### config.mk
export PLATFORM = sky130hd
export DESIGN_NAME = serial_frame_receiver_xor_top
export DESIGN_NICKNAME = d
export VERILOG_FILES = /design/src/hw/rtl/sfrx_pkg.sv /design/src/hw/rtl/sfrx_desc_fifo.sv /design/src/hw/rtl/sfrx_front.sv /design/src/hw/rtl/sfrx_back.sv /design/src/hw/rtl/serial_frame_receiver_xor_top.sv
export VERILOG_INCLUDE_DIRS = /design/src /design/src/hw/rtl
export SDC_FILE = /design/constraint.sdc
export NUM_CORES = 1
export LEC_CHECK = 0
export BUFFER_PORTS_ARGS = -buffer_cell sky130_fd_sc_hd__clkbuf_2
export CAP_MARGIN = 10
export CORE_AREA = 2 2 204 206
export DETAILED_ROUTE_END_ITERATION = 16
export DIE_AREA = 0 0 206 208
export GPL_TIMING_DRIVEN = 0
export PLACE_DENSITY_LB_ADDON = 0.08
export SYNTH_ARGS = -nofsm -noshare
export SYNTH_HDL_FRONTEND = slang
export SYNTH_SLANG_ARGS = --single-unit
### constraint.sdc
create_clock -name clk -period 8.6 [get_ports clk]
set_input_delay 0.86 -clock clk [delete_from_list [all_inputs] [get_ports clk]]
set_output_delay 0.86 -clock clk [all_outputs]
set_load 0.005 [all_outputs]
### src/hw/rtl/serial_frame_receiver_xor_top_macros.svh
// Assertion macros for the serial frame receiver.
// Uses the clk and rst names of the including module; no other dependencies.
`ifndef SERIAL_FRAME_RECEIVER_XOR_TOP_MACROS_SVH
`define SERIAL_FRAME_RECEIVER_XOR_TOP_MACROS_SVH

// Check that ante implies cons in the same cycle, outside reset.
`define SFRX_ASSERT_IMP(label, ante, cons, msg) \
  label: assert property (@(posedge clk) disable iff (rst) (ante) |-> (cons)) \
    else $error(msg);

// Check that cond never holds, outside reset.
`define SFRX_ASSERT_NEVER(label, cond, msg) \
  label: assert property (@(posedge clk) disable iff (rst) !(cond)) \
    else $error(msg);

`endif

### src/hw/rtl/sfrx_pkg.sv
// Shared types and constants for the serial frame receiver.
// No dependencies.
`timescale 1ns / 1ps
`default_nettype none
package sfrx_pkg;

  // Default largest payload length.
  localparam int MAX_PAYLOAD_DEF = 32;
  // Length field width in the frame descriptor, covers lengths up to 127.
  localparam int LEN_FIELD_W = 7;
  // Descriptor queue depth; equals the number of frame buffers in the store.
  localparam int DESC_DEPTH = 2;

  // Configuration register indexes.
  localparam logic [2:0] REG_HEADER = 3'd0;
  localparam logic [2:0] REG_NOACK_A = 3'd1;
  localparam logic [2:0] REG_NOACK_B = 3'd2;
  localparam logic [2:0] REG_NOACK_C = 3'd3;
  localparam logic [2:0] REG_NOACK_D = 3'd4;

  // Parser phase.
  typedef enum logic [2:0] {
    PH_HUNT    = 3'd0,
    PH_LEN     = 3'd1,
    PH_CMD     = 3'd2,
    PH_PAYLOAD = 3'd3,
    PH_CHECK   = 3'd4
  } phase_t;

  // One checked frame waiting for release.
  typedef struct packed {
    logic [7:0]             cmd;
    logic [LEN_FIELD_W-1:0] len;
    logic                   ack;
    logic                   bank;
  } desc_t;

endpackage
`default_nettype wire

### src/hw/rtl/sfrx_desc_fifo.sv
// Two-entry queue of checked frame descriptors between parser and release.
// Depends on sfrx_pkg.
`timescale 1ns / 1ps
`default_nettype none
module sfrx_desc_fifo (
  input  wire            clk,
  input  wire            rst,
  input  wire            push,
  input  sfrx_pkg::desc_t din,
  input  wire            pop,
  output sfrx_pkg::desc_t dout,
  output logic           valid,
  output logic           full
);
  import sfrx_pkg::*;

  desc_t      entries [DESC_DEPTH];
  logic       wptr;
  logic       rptr;
  logic [1:0] count;

  assign dout  = entries[rptr];
  assign valid = (count != 2'd0);
  assign full  = (count == 2'(DESC_DEPTH));

  always_ff @(posedge clk) begin
    if (push) begin
      entries[wptr] <= din;
    end
  end

  always_ff @(posedge clk) begin
    if (rst) begin
      wptr  <= 1'b0;
      rptr  <= 1'b0;
      count <= 2'd0;
    end else begin
      if (push) begin
        wptr <= ~wptr;
      end
      if (pop) begin
        rptr <= ~rptr;
      end
      if (push && !pop) begin
        count <= count + 2'd1;
      end else if (pop && !push) begin
        count <= count - 2'd1;
      end
    end
  end

endmodule
`default_nettype wire

### src/hw/rtl/sfrx_front.sv
// Frame parser: hunts for the header, checks length and checksum, writes
// payload into the store and queues a descriptor per good frame. Uses sfrx_pkg.
`timescale 1ns / 1ps
`default_nettype none
module sfrx_front #(
  parameter int MAX_PAYLOAD = sfrx_pkg::MAX_PAYLOAD_DEF
) (
  input  wire  clk,
  input  wire  rst,
  input  wire  cfg_we,
  input  wire  [2:0] cfg_index,
  input  wire  [7:0] cfg_data,
  input  wire  push,
  input  wire  full,
  input  wire  [7:0] rx_byte,
  output logic wr_en,
  output logic [((MAX_PAYLOAD > 1) ? $clog2(MAX_PAYLOAD) : 1):0] wr_addr,
  output logic [7:0] wr_data,
  output logic desc_push,
  output sfrx_pkg::desc_t desc
);
  import sfrx_pkg::*;

  localparam int LenW = $clog2(MAX_PAYLOAD + 1);
  localparam int AW = (MAX_PAYLOAD > 1) ? $clog2(MAX_PAYLOAD) : 1;
  localparam logic [7:0] MaxLenByte = 8'(MAX_PAYLOAD);

  logic [7:0]      header_byte;
  logic [7:0]      noack_a;
  logic [7:0]      noack_b;
  logic [7:0]      noack_c;
  logic [7:0]      noack_d;

  phase_t          phase;
  phase_t          phase_next;
  logic [LenW-1:0] expected_len;
  logic [LenW-1:0] payload_count;
  logic [LenW-1:0] count_inc;
  logic [7:0]      held_cmd;
  logic [7:0]      running_xor;
  logic            wbank;
  logic            fire;
  logic            sum_ok;
  logic            ack;

  assign fire      = push && !full;
  assign count_inc = payload_count + LenW'(1);
  assign sum_ok    = (rx_byte == running_xor);
  assign ack       = !((held_cmd == noack_a) || (held_cmd == noack_b) ||
                       (held_cmd == noack_c) || (held_cmd == noack_d));

  // Next phase
  always_comb begin
    phase_next = phase;
    if (fire) begin
      case (phase)
        PH_LEN: begin
          phase_next = (rx_byte > MaxLenByte) ? PH_HUNT : PH_CMD;
        end
        PH_CMD: begin
          phase_next = (expected_len == '0) ? PH_CHECK : PH_PAYLOAD;
        end
        PH_PAYLOAD: begin
          phase_next = (count_inc == expected_len) ? PH_CHECK : PH_PAYLOAD;
        end
        PH_CHECK: begin
          phase_next = PH_HUNT;
        end
        default: begin
          phase_next = (rx_byte == header_byte) ? PH_LEN : PH_HUNT;
        end
      endcase
    end
  end

  // Store write and descriptor push
  always_comb begin
    wr_en     = fire && (phase == PH_PAYLOAD);
    wr_addr   = {wbank, payload_count[AW-1:0]};
    wr_data   = rx_byte;
    desc_push = fire && (phase == PH_CHECK) && sum_ok;
    desc.cmd  = held_cmd;
    desc.len  = LEN_FIELD_W'(expected_len);
    desc.ack  = ack;
    desc.bank = wbank;
  end

  always_ff @(posedge clk) begin
    if (rst) begin
      header_byte <= 8'hAA;
      noack_a     <= 8'h00;
      noack_b     <= 8'h00;
      noack_c     <= 8'h00;
      noack_d     <= 8'h00;
    end else if (cfg_we) begin
      case (cfg_index)
        REG_HEADER:  header_byte <= cfg_data;
        REG_NOACK_A: noack_a     <= cfg_data;
        REG_NOACK_B: noack_b     <= cfg_data;
        REG_NOACK_C: noack_c     <= cfg_data;
        REG_NOACK_D: noack_d     <= cfg_data;
        default: ;
      endcase
    end
  end

  always_ff @(posedge clk) begin
    if (rst) begin
      phase         <= PH_HUNT;
      expected_len  <= '0;
      payload_count <= '0;
      held_cmd      <= 8'h00;
      running_xor   <= 8'h00;
      wbank         <= 1'b0;
    end else begin
      phase <= phase_next;
      if (fire) begin
        case (phase)
          PH_LEN: begin
            if (rx_byte <= MaxLenByte) begin
              expected_len <= rx_byte[LenW-1:0];
              running_xor  <= running_xor ^ rx_byte;
            end
          end
          PH_CMD: begin
            held_cmd      <= rx_byte;
            running_xor   <= running_xor ^ rx_byte;
            payload_count <= '0;
          end
          PH_PAYLOAD: begin
            payload_count <= count_inc;
            running_xor   <= running_xor ^ rx_byte;
          end
          PH_CHECK: begin
            // a good frame owns this bank until released
            if (sum_ok) begin
              wbank <= ~wbank;
            end
          end
          default: begin
            if (rx_byte == header_byte) begin
              running_xor <= 8'h00;
            end
          end
        endcase
      end
    end
  end

endmodule
`default_nettype wire

### src/hw/rtl/sfrx_back.sv
// Frame release: holds the two-bank payload store and walks each queued frame out
// one result per cycle, while pop keeps up, into the output register. Uses sfrx_pkg.
`timescale 1ns / 1ps
`default_nettype none
module sfrx_back #(
  parameter int MAX_PAYLOAD = sfrx_pkg::MAX_PAYLOAD_DEF
) (
  input  wire  clk,
  input  wire  rst,
  input  wire  wr_en,
  input  wire  [((MAX_PAYLOAD > 1) ? $clog2(MAX_PAYLOAD) : 1):0] wr_addr,
  input  wire  [7:0] wr_data,
  input  sfrx_pkg::desc_t head,
  input  wire  head_valid,
  output logic head_pop,
  input  wire  pop,
  output logic empty,
  output logic [7:0] frame_cmd,
  output logic [5:0] frame_len,
  output logic has_payload,
  output logic [4:0] byte_index,
  output logic [7:0] payload_byte,
  output logic last_of_frame,
  output logic send_ack
);
  import sfrx_pkg::*;

  localparam int AW = (MAX_PAYLOAD > 1) ? $clog2(MAX_PAYLOAD) : 1;
  localparam int Depth = 2 ** (AW + 1);

  logic [7:0]             mem [Depth];
  logic [7:0]             rd_data;
  logic [AW-1:0]          idx;
  logic [LEN_FIELD_W-1:0] idx_ext;
  logic                   out_valid;
  logic                   rd_en;
  logic                   is_last;

  assign idx_ext  = LEN_FIELD_W'(idx);
  assign is_last  = (head.len == '0) || ((idx_ext + LEN_FIELD_W'(1)) == head.len);
  assign rd_en    = head_valid && (!out_valid || pop);
  assign head_pop = rd_en && is_last;
  assign empty    = !out_valid;
  assign payload_byte = has_payload ? rd_data : 8'h00;

  always_ff @(posedge clk) begin
    if (wr_en) begin
      mem[wr_addr] <= wr_data;
    end
  end

  always_ff @(posedge clk) begin
    if (rd_en) begin
      rd_data       <= mem[{head.bank, idx}];
      frame_cmd     <= head.cmd;
      frame_len     <= head.len[5:0];
      has_payload   <= (head.len != '0);
      byte_index    <= idx_ext[4:0];
      last_of_frame <= is_last;
      send_ack      <= head.ack;
    end
  end

  always_ff @(posedge clk) begin
    if (rst) begin
      out_valid <= 1'b0;
      idx       <= '0;
    end else begin
      if (rd_en) begin
        out_valid <= 1'b1;
        idx       <= is_last ? '0 : idx + AW'(1);
      end else if (pop) begin
        out_valid <= 1'b0;
      end
    end
  end

endmodule
`default_nettype wire

### src/hw/rtl/serial_frame_receiver_xor_top.sv
// Top level of the serial frame receiver with XOR checksum.
// Depends on sfrx_pkg, sfrx_front, sfrx_desc_fifo, sfrx_back and the macro header.
`timescale 1ns / 1ps
`default_nettype none
// Receives one serial byte per transfer and recognizes frames of the form
// header, length, command, payload, checksum, where the checksum is the XOR of
// length, command and payload. Each good frame is released as one result per
// payload byte (a single result with has_payload low for a zero-length frame);
// frames with a bad checksum or an oversize length give nothing. Input: one
// byte is taken per cycle in which push is high and full is low. Output: a frame
// is released one result per cycle while pop keeps taking them, from the single
// store read port; the first result passes through the descriptor queue and then
// the output register after the checksum byte is taken. The store holds two frame
// buffers, so full rises while two checked frames still wait for release and
// falls once the older one has left. There is no clearing pass after reset.
// Configuration: write register cfg_index with cfg_data while cfg_we is high;
// 0 header byte, 1..4 the command codes that get no acknowledge.
module serial_frame_receiver_xor_top #(
  parameter int MAX_PAYLOAD = sfrx_pkg::MAX_PAYLOAD_DEF
) (
  input  wire        clk,
  input  wire        rst,
  input  wire        cfg_we,
  input  wire  [2:0] cfg_index,
  input  wire  [7:0] cfg_data,
  input  wire        push,
  output logic       full,
  input  wire  [7:0] rx_byte,
  input  wire        pop,
  output logic       empty,
  output logic [7:0] frame_cmd,
  output logic [5:0] frame_len,
  output logic       has_payload,
  output logic [4:0] byte_index,
  output logic [7:0] payload_byte,
  output logic       last_of_frame,
  output logic       send_ack
);
  import sfrx_pkg::*;

  localparam int AW = (MAX_PAYLOAD > 1) ? $clog2(MAX_PAYLOAD) : 1;

  logic          wr_en;
  logic [AW:0]   wr_addr;
  logic [7:0]    wr_data;
  logic          desc_push;
  desc_t         desc_in;
  desc_t         head;
  logic          head_valid;
  logic          head_pop;
  logic          empty_shape_ok;

  // Front: parse bytes, fill the store, queue good frames.
  sfrx_front #(.MAX_PAYLOAD(MAX_PAYLOAD)) u_front (
    .clk       (clk),
    .rst       (rst),
    .cfg_we    (cfg_we),
    .cfg_index (cfg_index),
    .cfg_data  (cfg_data),
    .push      (push),
    .full      (full),
    .rx_byte   (rx_byte),
    .wr_en     (wr_en),
    .wr_addr   (wr_addr),
    .wr_data   (wr_data),
    .desc_push (desc_push),
    .desc      (desc_in)
  );

  // Queue: one entry per store bank; full holds the input side.
  sfrx_desc_fifo u_fifo (
    .clk   (clk),
    .rst   (rst),
    .push  (desc_push),
    .din   (desc_in),
    .pop   (head_pop),
    .dout  (head),
    .valid (head_valid),
    .full  (full)
  );

  // Back: drain the head frame into the output register.
  sfrx_back #(.MAX_PAYLOAD(MAX_PAYLOAD)) u_back (
    .clk           (clk),
    .rst           (rst),
    .wr_en         (wr_en),
    .wr_addr       (wr_addr),
    .wr_data       (wr_data),
    .head          (head),
    .head_valid    (head_valid),
    .head_pop      (head_pop),
    .pop           (pop),
    .empty         (empty),
    .frame_cmd     (frame_cmd),
    .frame_len     (frame_len),
    .has_payload   (has_payload),
    .byte_index    (byte_index),
    .payload_byte  (payload_byte),
    .last_of_frame (last_of_frame),
    .send_ack      (send_ack)
  );

  // Checks
  assign empty_shape_ok = (frame_len == 6'd0) && last_of_frame && (byte_index == 5'd0);

`include "serial_frame_receiver_xor_top_macros.svh"

  `SFRX_ASSERT_IMP(a_store_write_on_transfer, wr_en, push && !full, "write without transfer")
  `SFRX_ASSERT_NEVER(a_no_push_when_full, desc_push && full, "descriptor pushed into full queue")
  `SFRX_ASSERT_IMP(a_empty_shape, !empty && !has_payload, empty_shape_ok, "bad empty frame")
  `SFRX_ASSERT_NEVER(a_no_pop_empty_queue, head_pop && !head_valid, "release of missing frame")

endmodule
`default_nettype wire

==> metrics.txt, run 1 <==
run status complete, no violations; synth warn 0; crit end category register; top-count cell post-synth edfxtp_1; PortBufs 55; Max-Cap Viols 0; Worst Setup SP rx_byte[6]; top sig layer met4; Slew HR between 30% and 40%; type of the worst min-delay path register to register; worst slack, placed 4.52 ns; antenna violations before repair 0; vias post-DR 14100; Synth area leader edfxtp_1; Worst Hold Path Cells 0; Detailed Route Iter0 Violations 1420; EDFF count, synth 574; final net count 1643; met3 wire length around 5.2 mm; Clock Latency Late Sink 0.59 ns; critical path's slowest cell and2_1; Max Root-Sink Buffers 3; clock root buffer clkbuf_16; pin count of the biggest net entering global routing 71; post_cts resized 0; First-pass DRT Iterations 6; Hold Buf Count CTS 0; ys async rst share 0%; number of remaining DRC errors 0; CP max FO 38; CP peak stage delay 0.73 ns; # rows 74; top cell type's share of synthesized area 65.8%; Mapped Avg Cell Area 17.6 um2; WP depth 7; distinct cell type count after synthesis 64; worst path arrival time 3.62 ns; register area share after synthesis 72.1%; global-route total usage across every layer 28.8%; Avg WL per Cell 27.0 um; H-tree levels 3; Layout Skew roughly 0.019 ns; min-delay src u_back.idx[2]$_SDFFE_PP0P_; Layout area overhead 11.9%; Worst Tran Pin Value between 0.9 and 1 ns; DP Wirelength 39.1 mm; pwr/cell area about 220 mW/mm2; Clock transition at path regs 0.06 ns; crit-path leading delay family simple AND/OR/NAND/NOR gates; Antenna Nets Post-Route 0; Die Area approximately 0.043 mm2; Setup Buffers After CTS 0; Initial Utilization 64.6%; Mapped Nets 1512; mapped cell area 0.0262 mm2; met2 wire len 29.2 mm; Top FF cell, synth edfxtp_1; CP required 8.81 ns; n_diodes 0; Post-synth top cells 574 x edfxtp_1, 149 x mux4_2, 117 x nand2_1; ranking of synthesized cells by area edfxtp_1 66%, mux4_2 13%, dfxtp_1 6.3%; WL final ~59 mm; CTS tree done; DIE WIDTH 206 um; minimum clock period 3.41 ns; Worst R2R Start u_fifo.count[0]$_SDFFE_PP0P_; first-pass GRT wire length 88.3 mm; Fmax achieved 294 MHz; Slew Limit Fails 0; startpoint types input port; final setup vio count 0; final hold violation count 0; R2R depth 6; worst path cell trace clkbuf_2 -> buf_12 -> or2b_2 -> and4_1 -> nand4_1 -> nor3_1 -> and2_1; WP buf/inv 2; Peak VDD IR between 0.15 and 0.2 mV; RSZ-0062 raised after global routing false; Core ar. 0.0406 mm2; final hold slack 0.438 ns; Leak 9.31 nW; Setup TNS 0 ns; gpl congestion about 0.85; CTS sink cnt 657; global route total overflow 0; CTS Buf Count 66; PnR worst setup slack 5.19 ns; io pins 56; number of global-route vias before repair 14100; worst setup path category input port to register; post-route clock period utilization 39.6%; share of cells above drive strength 1 between 20% and 30%; M1 WL 23.3 mm; Synth Instances about 1500; via density per instance 6.42; post-synthesis register bit count 657; Die Span Y about 210 um
## through the flow
stage / total power, W / instances / instance area, um2 / utilization, %
3_5_place_dp: 0.00378 / 2080 / 27300 / 67.3
6_report: 0.00644 / 2197 / 29300 / 72.3
3_3_place_gp: 0.00377 / 2072 / 27100 / 66.9
5_1_grt: 0.00659 / 2197 / 29300 / 72.3
2_1_floorplan: 0.00367 / 1485 / 26200 / -
4_1_cts: 0.00647 / 2197 / 29300 / 72.3
## logic make-up after synthesis
kind of cell | count (synthesis) | synth area share [%]
AOI/OAI and AO/OA | 120 | 2.93
xor gates and xnor gates | 56 | 1.87
adders and majority gates | 3 | 0.143
buffers and inverters | 94 | 1.68
DFF | 657 | 72.1
muxes | 199 | 14.8
and+or+nand+nor | 356 | 6.46
## cell type report
cell class	instances	area, um2
well taps	532	666
multi-input cells	734	6870
repair buffers	63	433
fillers	2504	11200
plain buffers	81	390
clock buffers	90	1820
flip-flops and latches	657	18900
clock inverters	27	209
inverters	13	48.8
## power by group
part           switching, W  internal [W]  total [W]  leakage, nW
combinational      0.000144     0.0000934   0.000237         2.49
clock               0.00115       0.00157    0.00272        0.982
sequential       0.00000645       0.00347    0.00348         5.84
## layout by cell type, fill, tap and decap left out, types with 7 or more instances in the layout
master / Yosys / routed
or3_1: 8 / 8
clkbuf_2: 0 / 52
mux2i_1: 37 / 37
nand2b_1: 9 / 9
buf_6: 7 / 7
nor3_1: 8 / 8
nor2_1: 114 / 114
or2b_2: 10 / 10
a21o_1: 7 / 7
edfxtp_1: 574 / 574
and2_1: 14 / 14
nor2b_1: 11 / 11
mux2_2: 11 / 11
nand4_1: 12 / 12
clkbuf_1: 45 / 65
inv_1: 10 / 10
clkbuf_16: 0 / 69
mux4_2: 149 / 149
nand3_1: 17 / 17
clkinv_1: 0 / 13
dfxtp_1: 83 / 83
o21ai_0: 7 / 7
xor2_1: 27 / 27
nor4_1: 10 / 9
a21oi_1: 51 / 51
buf_2: 21 / 21
xnor2_1: 29 / 29
o22ai_1: 13 / 13
nand2_1: 117 / 117
## registers in the layout, summed over array words and instances (netlist names), 2 cells and up, named ones only
register,cells
u_front.noack_c,8
u_front.expected_len,6
u_back.frame_cmd,8
u_front.held_cmd,8
u_back.frame_len,6
u_fifo.count,2
u_front.phase,3
u_front.noack_a,8
u_back.byte_index,5
u_back.mem,512
u_back.idx,5
u_front.header_byte,8
u_back.rd_data,8
u_front.noack_b,8
u_front.running_xor,8
u_front.payload_count,6
u_front.noack_d,8
u_fifo.entries,32
## path summary, 6_finish.rpt
| kind | to | slack [ns] |
|---|---|---|
| worst max-delay path | u_fifo.entries[1][0]$_DFFE_PP_ | 5.19 |
| worst max register to register | u_back.mem[45][6]$_DFFE_PP_ | 5.20 |
| worst min register to register | u_back.byte_index[2]$_DFFE_PP_ | 0.44 |
| worst min-delay path | u_back.byte_index[2]$_DFFE_PP_ | 0.44 |
## worst reg2reg max path: stages, from the launching register on
cell and delay, ns:
dfxtp_1 0.48, nor2b_4 0.11, nor3_1 0.60, nand2_1 0.22, nor2_1 0.13, nand3_1 0.52, nor2_1 0.95
## routing by layer
| layer | up-vias | GRT usage [%] |
|---|---|---|
| met5 | - | 0 |
| met4 | 0 | 9.90 |
| met3 | 97 | 5.81 |
| met2 | 703 | 46.0 |
| met1 | 7209 | 40.4 |
| li1 | 6101 | - |
Note: power is estimated with default switching activity, not from simulation.
==> run 2: changes to the inputs <==
--- a/config.mk
+++ b/config.mk
@@ -8,9 +8,9 @@
 export LEC_CHECK = 0
 export BUFFER_PORTS_ARGS = -buffer_cell sky130_fd_sc_hd__clkbuf_2
 export CAP_MARGIN = 10
-export CORE_AREA = 2 2 204 206
+export CORE_AREA = 2 2 220 222
 export DETAILED_ROUTE_END_ITERATION = 16
-export DIE_AREA = 0 0 206 208
+export DIE_AREA = 0 0 222 224
 export GPL_TIMING_DRIVEN = 0
 export PLACE_DENSITY_LB_ADDON = 0.08
 export SYNTH_ARGS = -nofsm -noshare
==> constraint.sdc (replaced) <==
create_clock -name clk -period 2.8 [get_ports clk]
set_input_delay 0.28 -clock clk [delete_from_list [all_inputs] [get_ports clk]]
set_output_delay 0.28 -clock clk [all_outputs]
set_load 0.005 [all_outputs]
==> metrics.txt, run 2 (synthesis gave the netlist of run 1 again) <==
run status complete, no violations; Avg WL per Cell 26.3 um (-2.7%); First-pass DRT Iterations 5 (-1); Layout area overhead 15.0%; type of the worst min-delay path input port to register; Worst Tran Pin Value 0.918 ns (-0.0283 ns); fin area 0.0301 mm2 (+2.8%); Largest regs u_back.mem (512), u_fifo.entries (32); final net count 1659 (+0.97%); Die Area 0.0497 mm2 (+16%); number of remaining DRC errors 0 (unchanged); CP required 3.02 ns (-5.79 ns); Antenna Nets Post-Route 0 (unchanged); pin count of the biggest net entering global routing 71 (unchanged); CTS tree done; Max-Cap Viols 0 (unchanged); WP buf/inv 0 (-2); io pins 56 (unchanged); dpl cell area 0.0274 mm2 (+0.25%); number of global-route vias before repair 13900 (-1.8%); critical path's slowest cell nor2_2; share of cells above drive strength 1 28.3% (+6.2 points); Slew HR 38.8% (+2.1 points); final hold slack 0.0290 ns (-0.409 ns); Slew Limit Fails 0 (unchanged); DP Wirelength 39.3 mm (+0.64%); DIE WIDTH 222 um (+7.8%); PnR worst setup slack 0.0126 ns (-5.18 ns); Worst Setup SP u_fifo.count[0]$_SDFFE_PP0P_; busiest grt layer met2; worst path cell trace nor2b_4 -> or3_4 -> nor2_1 -> nand2_1 -> nor2_2; via density per instance 6.10 (-5.0%); gpl congestion 0.826 (-3.2%); Clock Latency Late Sink 0.59 ns (about the same); Clock transition at path regs 0.06 ns (about the same); antenna violations before repair 0 (unchanged); # rows 80 (+8.1%); vias post-DR 14000 (-0.58%); Setup TNS 0 ns (unchanged); Peak VDD IR 0.522 mV (+220%); Largest Register u_back.mem; Die Span Y 224 um (+7.7%); H-tree levels 3 (unchanged); post-route clock period utilization 99.6%; RSZ-0062 raised after global routing true; reg-to-reg setup timing slack 0.01 ns (-5.19 ns); Worst R2R Start u_fifo.count[0]$_SDFFE_PP0P_; Leak 9.51 nW (+2.2%); worst slack, placed -0.712 ns (-5.24 ns); Detailed Route Iter0 Violations 1441 (+1.5%); final core occ 63.6% (-8.7 points); crit-path leading delay family simple AND/OR/NAND/NOR gates; met1 Use GR 36.5% (-3.9 points); WL final 60.5 mm (+1.8%); CP peak stage delay 0.64 ns (-0.09 ns); global-route total usage across every layer 24.9% (-4.0 points); most frequent cells in the layout 574 x edfxtp_1, 149 x mux4_2, 117 x nand2_1, 81 x dfxtp_1, 71 x clkbuf_16; first-pass GRT wire length 89.3 mm (+1.1%); worst setup path category register to register; final setup vio count 0 (unchanged); PortBufs 55 (unchanged); worst path arrival time 3.01 ns (-0.61 ns); global route total overflow 0 (unchanged); pwr/cell area 668 mW/mm2 (+200%); n_diodes 0 (unchanged); M3 GR Usage 3.49% (-2.3 points); startpoint types register; Layout Skew 0.0216 ns (+0.00232 ns); CTS Buf Count 69 (+4.5%); CTS sink cnt 657 (unchanged); Max Root-Sink Buffers 3 (unchanged); Core ar. 0.0473 mm2 (+17%); clock root buffer clkbuf_16; Fmax achieved 359 MHz; final hold violation count 0 (unchanged); CP max FO 8 (-79%); minimum clock period 2.79 ns; commonest non-fill, non-tap cell in the layout edfxtp_1; max FFs per register 512 (unchanged); Initial Utilization 55.3% (-9.3 points); crit end category register; met2 Usage GRT 39.5% (-6.5 points); min-delay src cfg_data[1]
-- run 2: cell types whose count changed in the layout (fill, tap and decap cells not counted), sizes merged --
cell and delta:
buf +7, bufinv +1, clkdlybuf4s15 +1, clkinv +8, clkinvlp -2, dlygate4sd3 +6
inv -3
-- run 2: final cells by class --
| class | count | area, um2 |
|---|---|---|
| fillers | 3337 | 17200 |
| clock buffers | 91 | 1890 |
| repair buffers | 78 | 553 |
| plain buffers | 79 | 443 |
| well taps | 615 | 769 |
| clock inverters | 31 | 241 |
| inverters | 13 | 48.8 |
| flip-flops and latches | 657 | 18900 |
| multi-input cells | 734 | 7290 |
-- run 2: worst min-delay path, cell delays in order --
cell and delay, ns:
clkbuf_2 0.16, nand2_1 0.09, a21oi_1 0.05
-- run 2: through the flow --
stage	power, W	cells
after floorplan	0.0113	1485
after global placement	0.0116	2155
after detailed placement	0.0116	2160
after CTS	0.0203	2288
after global routing	0.0207	2298
final	0.0201	2298
-- run 2: layer usage --
layer	up-vias	routed length, um
li1	6138	-
met1	7334	26500
met2	462	29200
met3	94	3350
met4	0	1430
met5	-	0
-- run 2: power by group --
group / switching (W) / leakage [nW] / internal [W] / total [W]
clock network: 0.00361 / 1.05 / 0.00510 / 0.00871
logic: 0.000442 / 2.62 / 0.000291 / 0.000732
registers: 0.0000206 / 5.84 / 0.0107 / 0.0107
total: 0.00407 / 9.51 / 0.0161 / 0.0201
-- run 2: path summary, 6_finish.rpt --
path	endpoint	cells past startpoint
setup reg to reg	u_back.mem[0][7]$_DFFE_PP_	5
setup / recovery	u_back.mem[0][7]$_DFFE_PP_	5
hold reg to reg	u_fifo.entries[0][13]$_DFFE_PP_	0
hold / removal	u_front.noack_c[1]$_SDFFE_PP0P_	3
-- run 2: what timing repair did --
item	4_1_cts	5_1_grt
hold endpoints to repair	19	0
hold buffers	6	0
resized for setup	91	50
buffers inserted	1	11
endpoints found under the setup margin	465	438
pin swaps	3	6
==> run 3: changes to the inputs <==
--- a/config.mk
+++ b/config.mk
@@ -8,11 +8,12 @@
 export LEC_CHECK = 0
 export BUFFER_PORTS_ARGS = -buffer_cell sky130_fd_sc_hd__clkbuf_2
 export CAP_MARGIN = 10
-export CORE_AREA = 2 2 220 222
+export CORE_AREA = 2 2 221 223
 export DETAILED_ROUTE_END_ITERATION = 16
-export DIE_AREA = 0 0 222 224
+export DIE_AREA = 0 0 223 225
 export GPL_TIMING_DRIVEN = 0
 export PLACE_DENSITY_LB_ADDON = 0.08
 export SYNTH_ARGS = -nofsm -noshare
 export SYNTH_HDL_FRONTEND = slang
+export SYNTH_HIERARCHICAL = 1
 export SYNTH_SLANG_ARGS = --single-unit
==> metrics.txt, run 3 <==
io pins 56 (unchanged); final hold violation count 0 (unchanged); Mapped Nets 1606 (+6.2%); Layout Skew 0.0268 ns (+0.00516 ns); worst path arrival time 3.15 ns (+0.14 ns); top cell type's share of synthesized area 65.3% (-0.53 points); register area share after synthesis 71.5% (-0.60 points); worst path cell trace buf_4 -> buf_6 -> nor2b_1 -> nand2_2 -> o22ai_1 -> nor4_2 -> o22a_1; Max-Cap Viols 0 (unchanged); crit end category register; Die Area 0.0502 mm2 (+0.90%); fin area 0.0310 mm2 (+3.0%); post-route clock period utilization 99.9% (+0.39 points); Peak VDD IR 0.432 mV (-17%); Max Root-Sink Buffers 3 (unchanged); synth warn 6 (+6); vias post-DR 14900 (+6.5%); final setup vio count 0 (unchanged); Antenna Nets Post-Route 0 (unchanged); top-count cell post-synth edfxtp_1; Mapped Avg Cell Area 16.8 um2 (-4.9%); Synth area leader edfxtp_1; WL final 66.1 mm (+9.4%); # rows 80 (unchanged); DP Wirelength 43.3 mm (+10%); Worst Tran Pin Value 0.993 ns (+0.0747 ns); Die Span Y 225 um (+0.45%); global route total overflow 0 (unchanged); PnR Total Power 0.0197 W (-2.3%); CP required 3.15 ns (+0.13 ns); Post-synth top cells 576 x edfxtp_1, 117 x mux4_2, 113 x nand2_1; DIE WIDTH 223 um (+0.45%); critical path's slowest cell nor2b_1; Avg WL per Cell 27.4 um (+4.0%); via density per instance 6.18 (+1.3%); fillcell total 3261 (-2.3%); Largest regs u_back/mem (512), u_fifo/entries (34); Detailed Route Iter0 Violations 1774 (+23%); EDFF count, synth 576 (+0.35%); Leak 9.79 nW (+2.9%); Clock transition at path regs 0.06 ns (about the same); worst setup path category register to register; pin count of the biggest net entering global routing 65 (-8.5%); most frequent cells in the layout 576 x edfxtp_1, 117 x mux4_2, 107 x nand2_1, 82 x dfxtp_1, 70 x clkbuf_16; global-route total usage across every layer 26.5% (+1.6 points); Slew HR 33.8% (-5.0 points); Slew Limit Fails 0 (unchanged); Top FF cell, synth edfxtp_1; CTS sink cnt 659 (+0.30%); antenna violations before repair 1 (+1); First-pass DRT Iterations 6 (+1); startpoint types register; first-pass GRT wire length 95.2 mm (+6.5%); final core occ 65.3% (+1.6 points); CP max FO 10 (+2); Clock Latency Late Sink 0.61 ns (+0.02 ns); number of remaining DRC errors 0 (unchanged); clock root buffer clkbuf_16; gpl congestion 0.999 (+21%); CP peak stage delay 0.54 ns (-0.10 ns); Fmax achieved 357 MHz (-0.39%); mapped cell area 0.0265 mm2 (+1.2%); pwr/cell area 634 mW/mm2 (-5.1%); CTS tree done; ys async rst share 0% (unchanged); Synth Instances 1579 (+6.3%); WP buf/inv 2 (+2); post-synthesis register bit count 659 (+0.30%); type of the worst min-delay path input port to register; dpl cell area 0.0275 mm2 (+0.63%); n_diodes 0 (unchanged); PortBufs 47 (-15%); CTS Buf Count 68 (-1.4%); Initial Utilization 55.7% (+0.41 points); Core ar. 0.0475 mm2 (+0.42%); minimum clock period 2.80 ns (+0.0108 ns); ranking of synthesized cells by area edfxtp_1 65%, mux4_2 9.9%, dfxtp_1 6.3%; run status complete, no violations; crit-path leading delay family simple AND/OR/NAND/NOR gates; H-tree levels 3 (unchanged); number of global-route vias before repair 14500 (+4.3%); final hold slack 0.0252 ns (-0.00379 ns); commonest non-fill, non-tap cell in the layout edfxtp_1; distinct cell type count after synthesis 72 (+13%); Largest Register u_back/mem; share of cells above drive strength 1 27.6% (-0.65 points); Layout area overhead 17.1%; final net count 1773 (+6.9%); max FFs per register 512 (unchanged)
run 3: cell count changes after synthesis, sizes merged, moves of 11 or more:
cell / delta
o22ai: +24
mux4: -32
nor3b: +13
buf: +30
nand3: +14
nor3: +11
xnor2: +16
or2b: -12
run 3: path summary, 6_finish.rpt:
| path | from | to | slack [ns] | depth (start not counted) |
|---|---|---|---|---|
| max | u_back/idx[1]$_SDFFE_PP0P_ | u_back/rd_data[6]$_DFFE_PP_ | 0.002 | 7 |
| min | pop | u_back/out_valid$_SDFFE_PP0P_ | 0.03 | 3 |
| max reg2reg | u_back/idx[1]$_SDFFE_PP0P_ | u_back/rd_data[6]$_DFFE_PP_ | 0.002 | 7 |
| min reg2reg | u_back/idx[3]$_SDFFE_PP0P_ | u_back/byte_index[3]$_DFFE_PP_ | 0.43 | 0 |
run 3: what timing repair did:
item,4_1_cts,5_1_grt
pin swaps,14,18
gates resized for setup,111,75
buffers inserted,23,20
endpoints found under the hold margin,21,0
hold buffers,9,0
setup endpoints to repair,532,496
run 3: cells by family after synthesis:
logic type / count (synthesis) / synth area share (%)
XOR/XNOR: 70 / 2.31
buffers and inverters: 118 / 2.53
other: 1 / 0.0141
AND/OR/NAND/NOR: 371 / 6.80
flip-flops: 659 / 71.5
AO/OA/AOI/OAI: 187 / 4.65
multiplexers: 170 / 12.0
adder cells (fa/ha/maj): 3 / 0.142
run 3: area by class of cell:
type / instances / area, um2 / area share (%)
buffer: 99 / 634 / 2.04
tap: 615 / 769 / 2.48
multi-input combinational: 802 / 7530 / 24.3
clock inverter: 39 / 303 / 0.976
inverter: 16 / 63.8 / 0.206
timing repair buffer: 100 / 926 / 2.98
clock buffer: 87 / 1850 / 5.95
sequential: 659 / 19000 / 61.1
run 3: per-stage QoR:
| stage | setup TNS [ns] | instances | setup WS, ns |
|---|---|---|---|
| after floorplan | 0 | 1579 | 0.0173 |
| after CTS | -116.65 | 2400 | -0.597 |
| final | 0 | 2417 | 0.00177 |
| after global routing | -0.00231 | 2417 | -0.00118 |
| after detailed placement | -253.41 | 2242 | -0.783 |
| after global placement | -227.44 | 2241 | -0.775 |
run 3: worst min-delay path: cells and delay by family:
family	cells	cell delay, ns
buffers and inverters	1	0.07
and+or+nand+nor	1	0.14
AOI/OAI and AO/OA	1	0.08
run 3: where the power goes:
group | internal (W) | switching, W
sequential | 0.0107 | 0.0000112
combinational | 0.0000835 | 0.000238
clock | 0.00505 | 0.00363
total | 0.0158 | 0.00387
run 3: layer usage:
metal	share of wire, %	GRT usage (%)	vias up
met1	41	36.4	7658
met3	8.0	5.22	105
met2	48	42.8	642
met5	0.020	0	-
met4	2.8	9.31	2
li1	-	-	6535
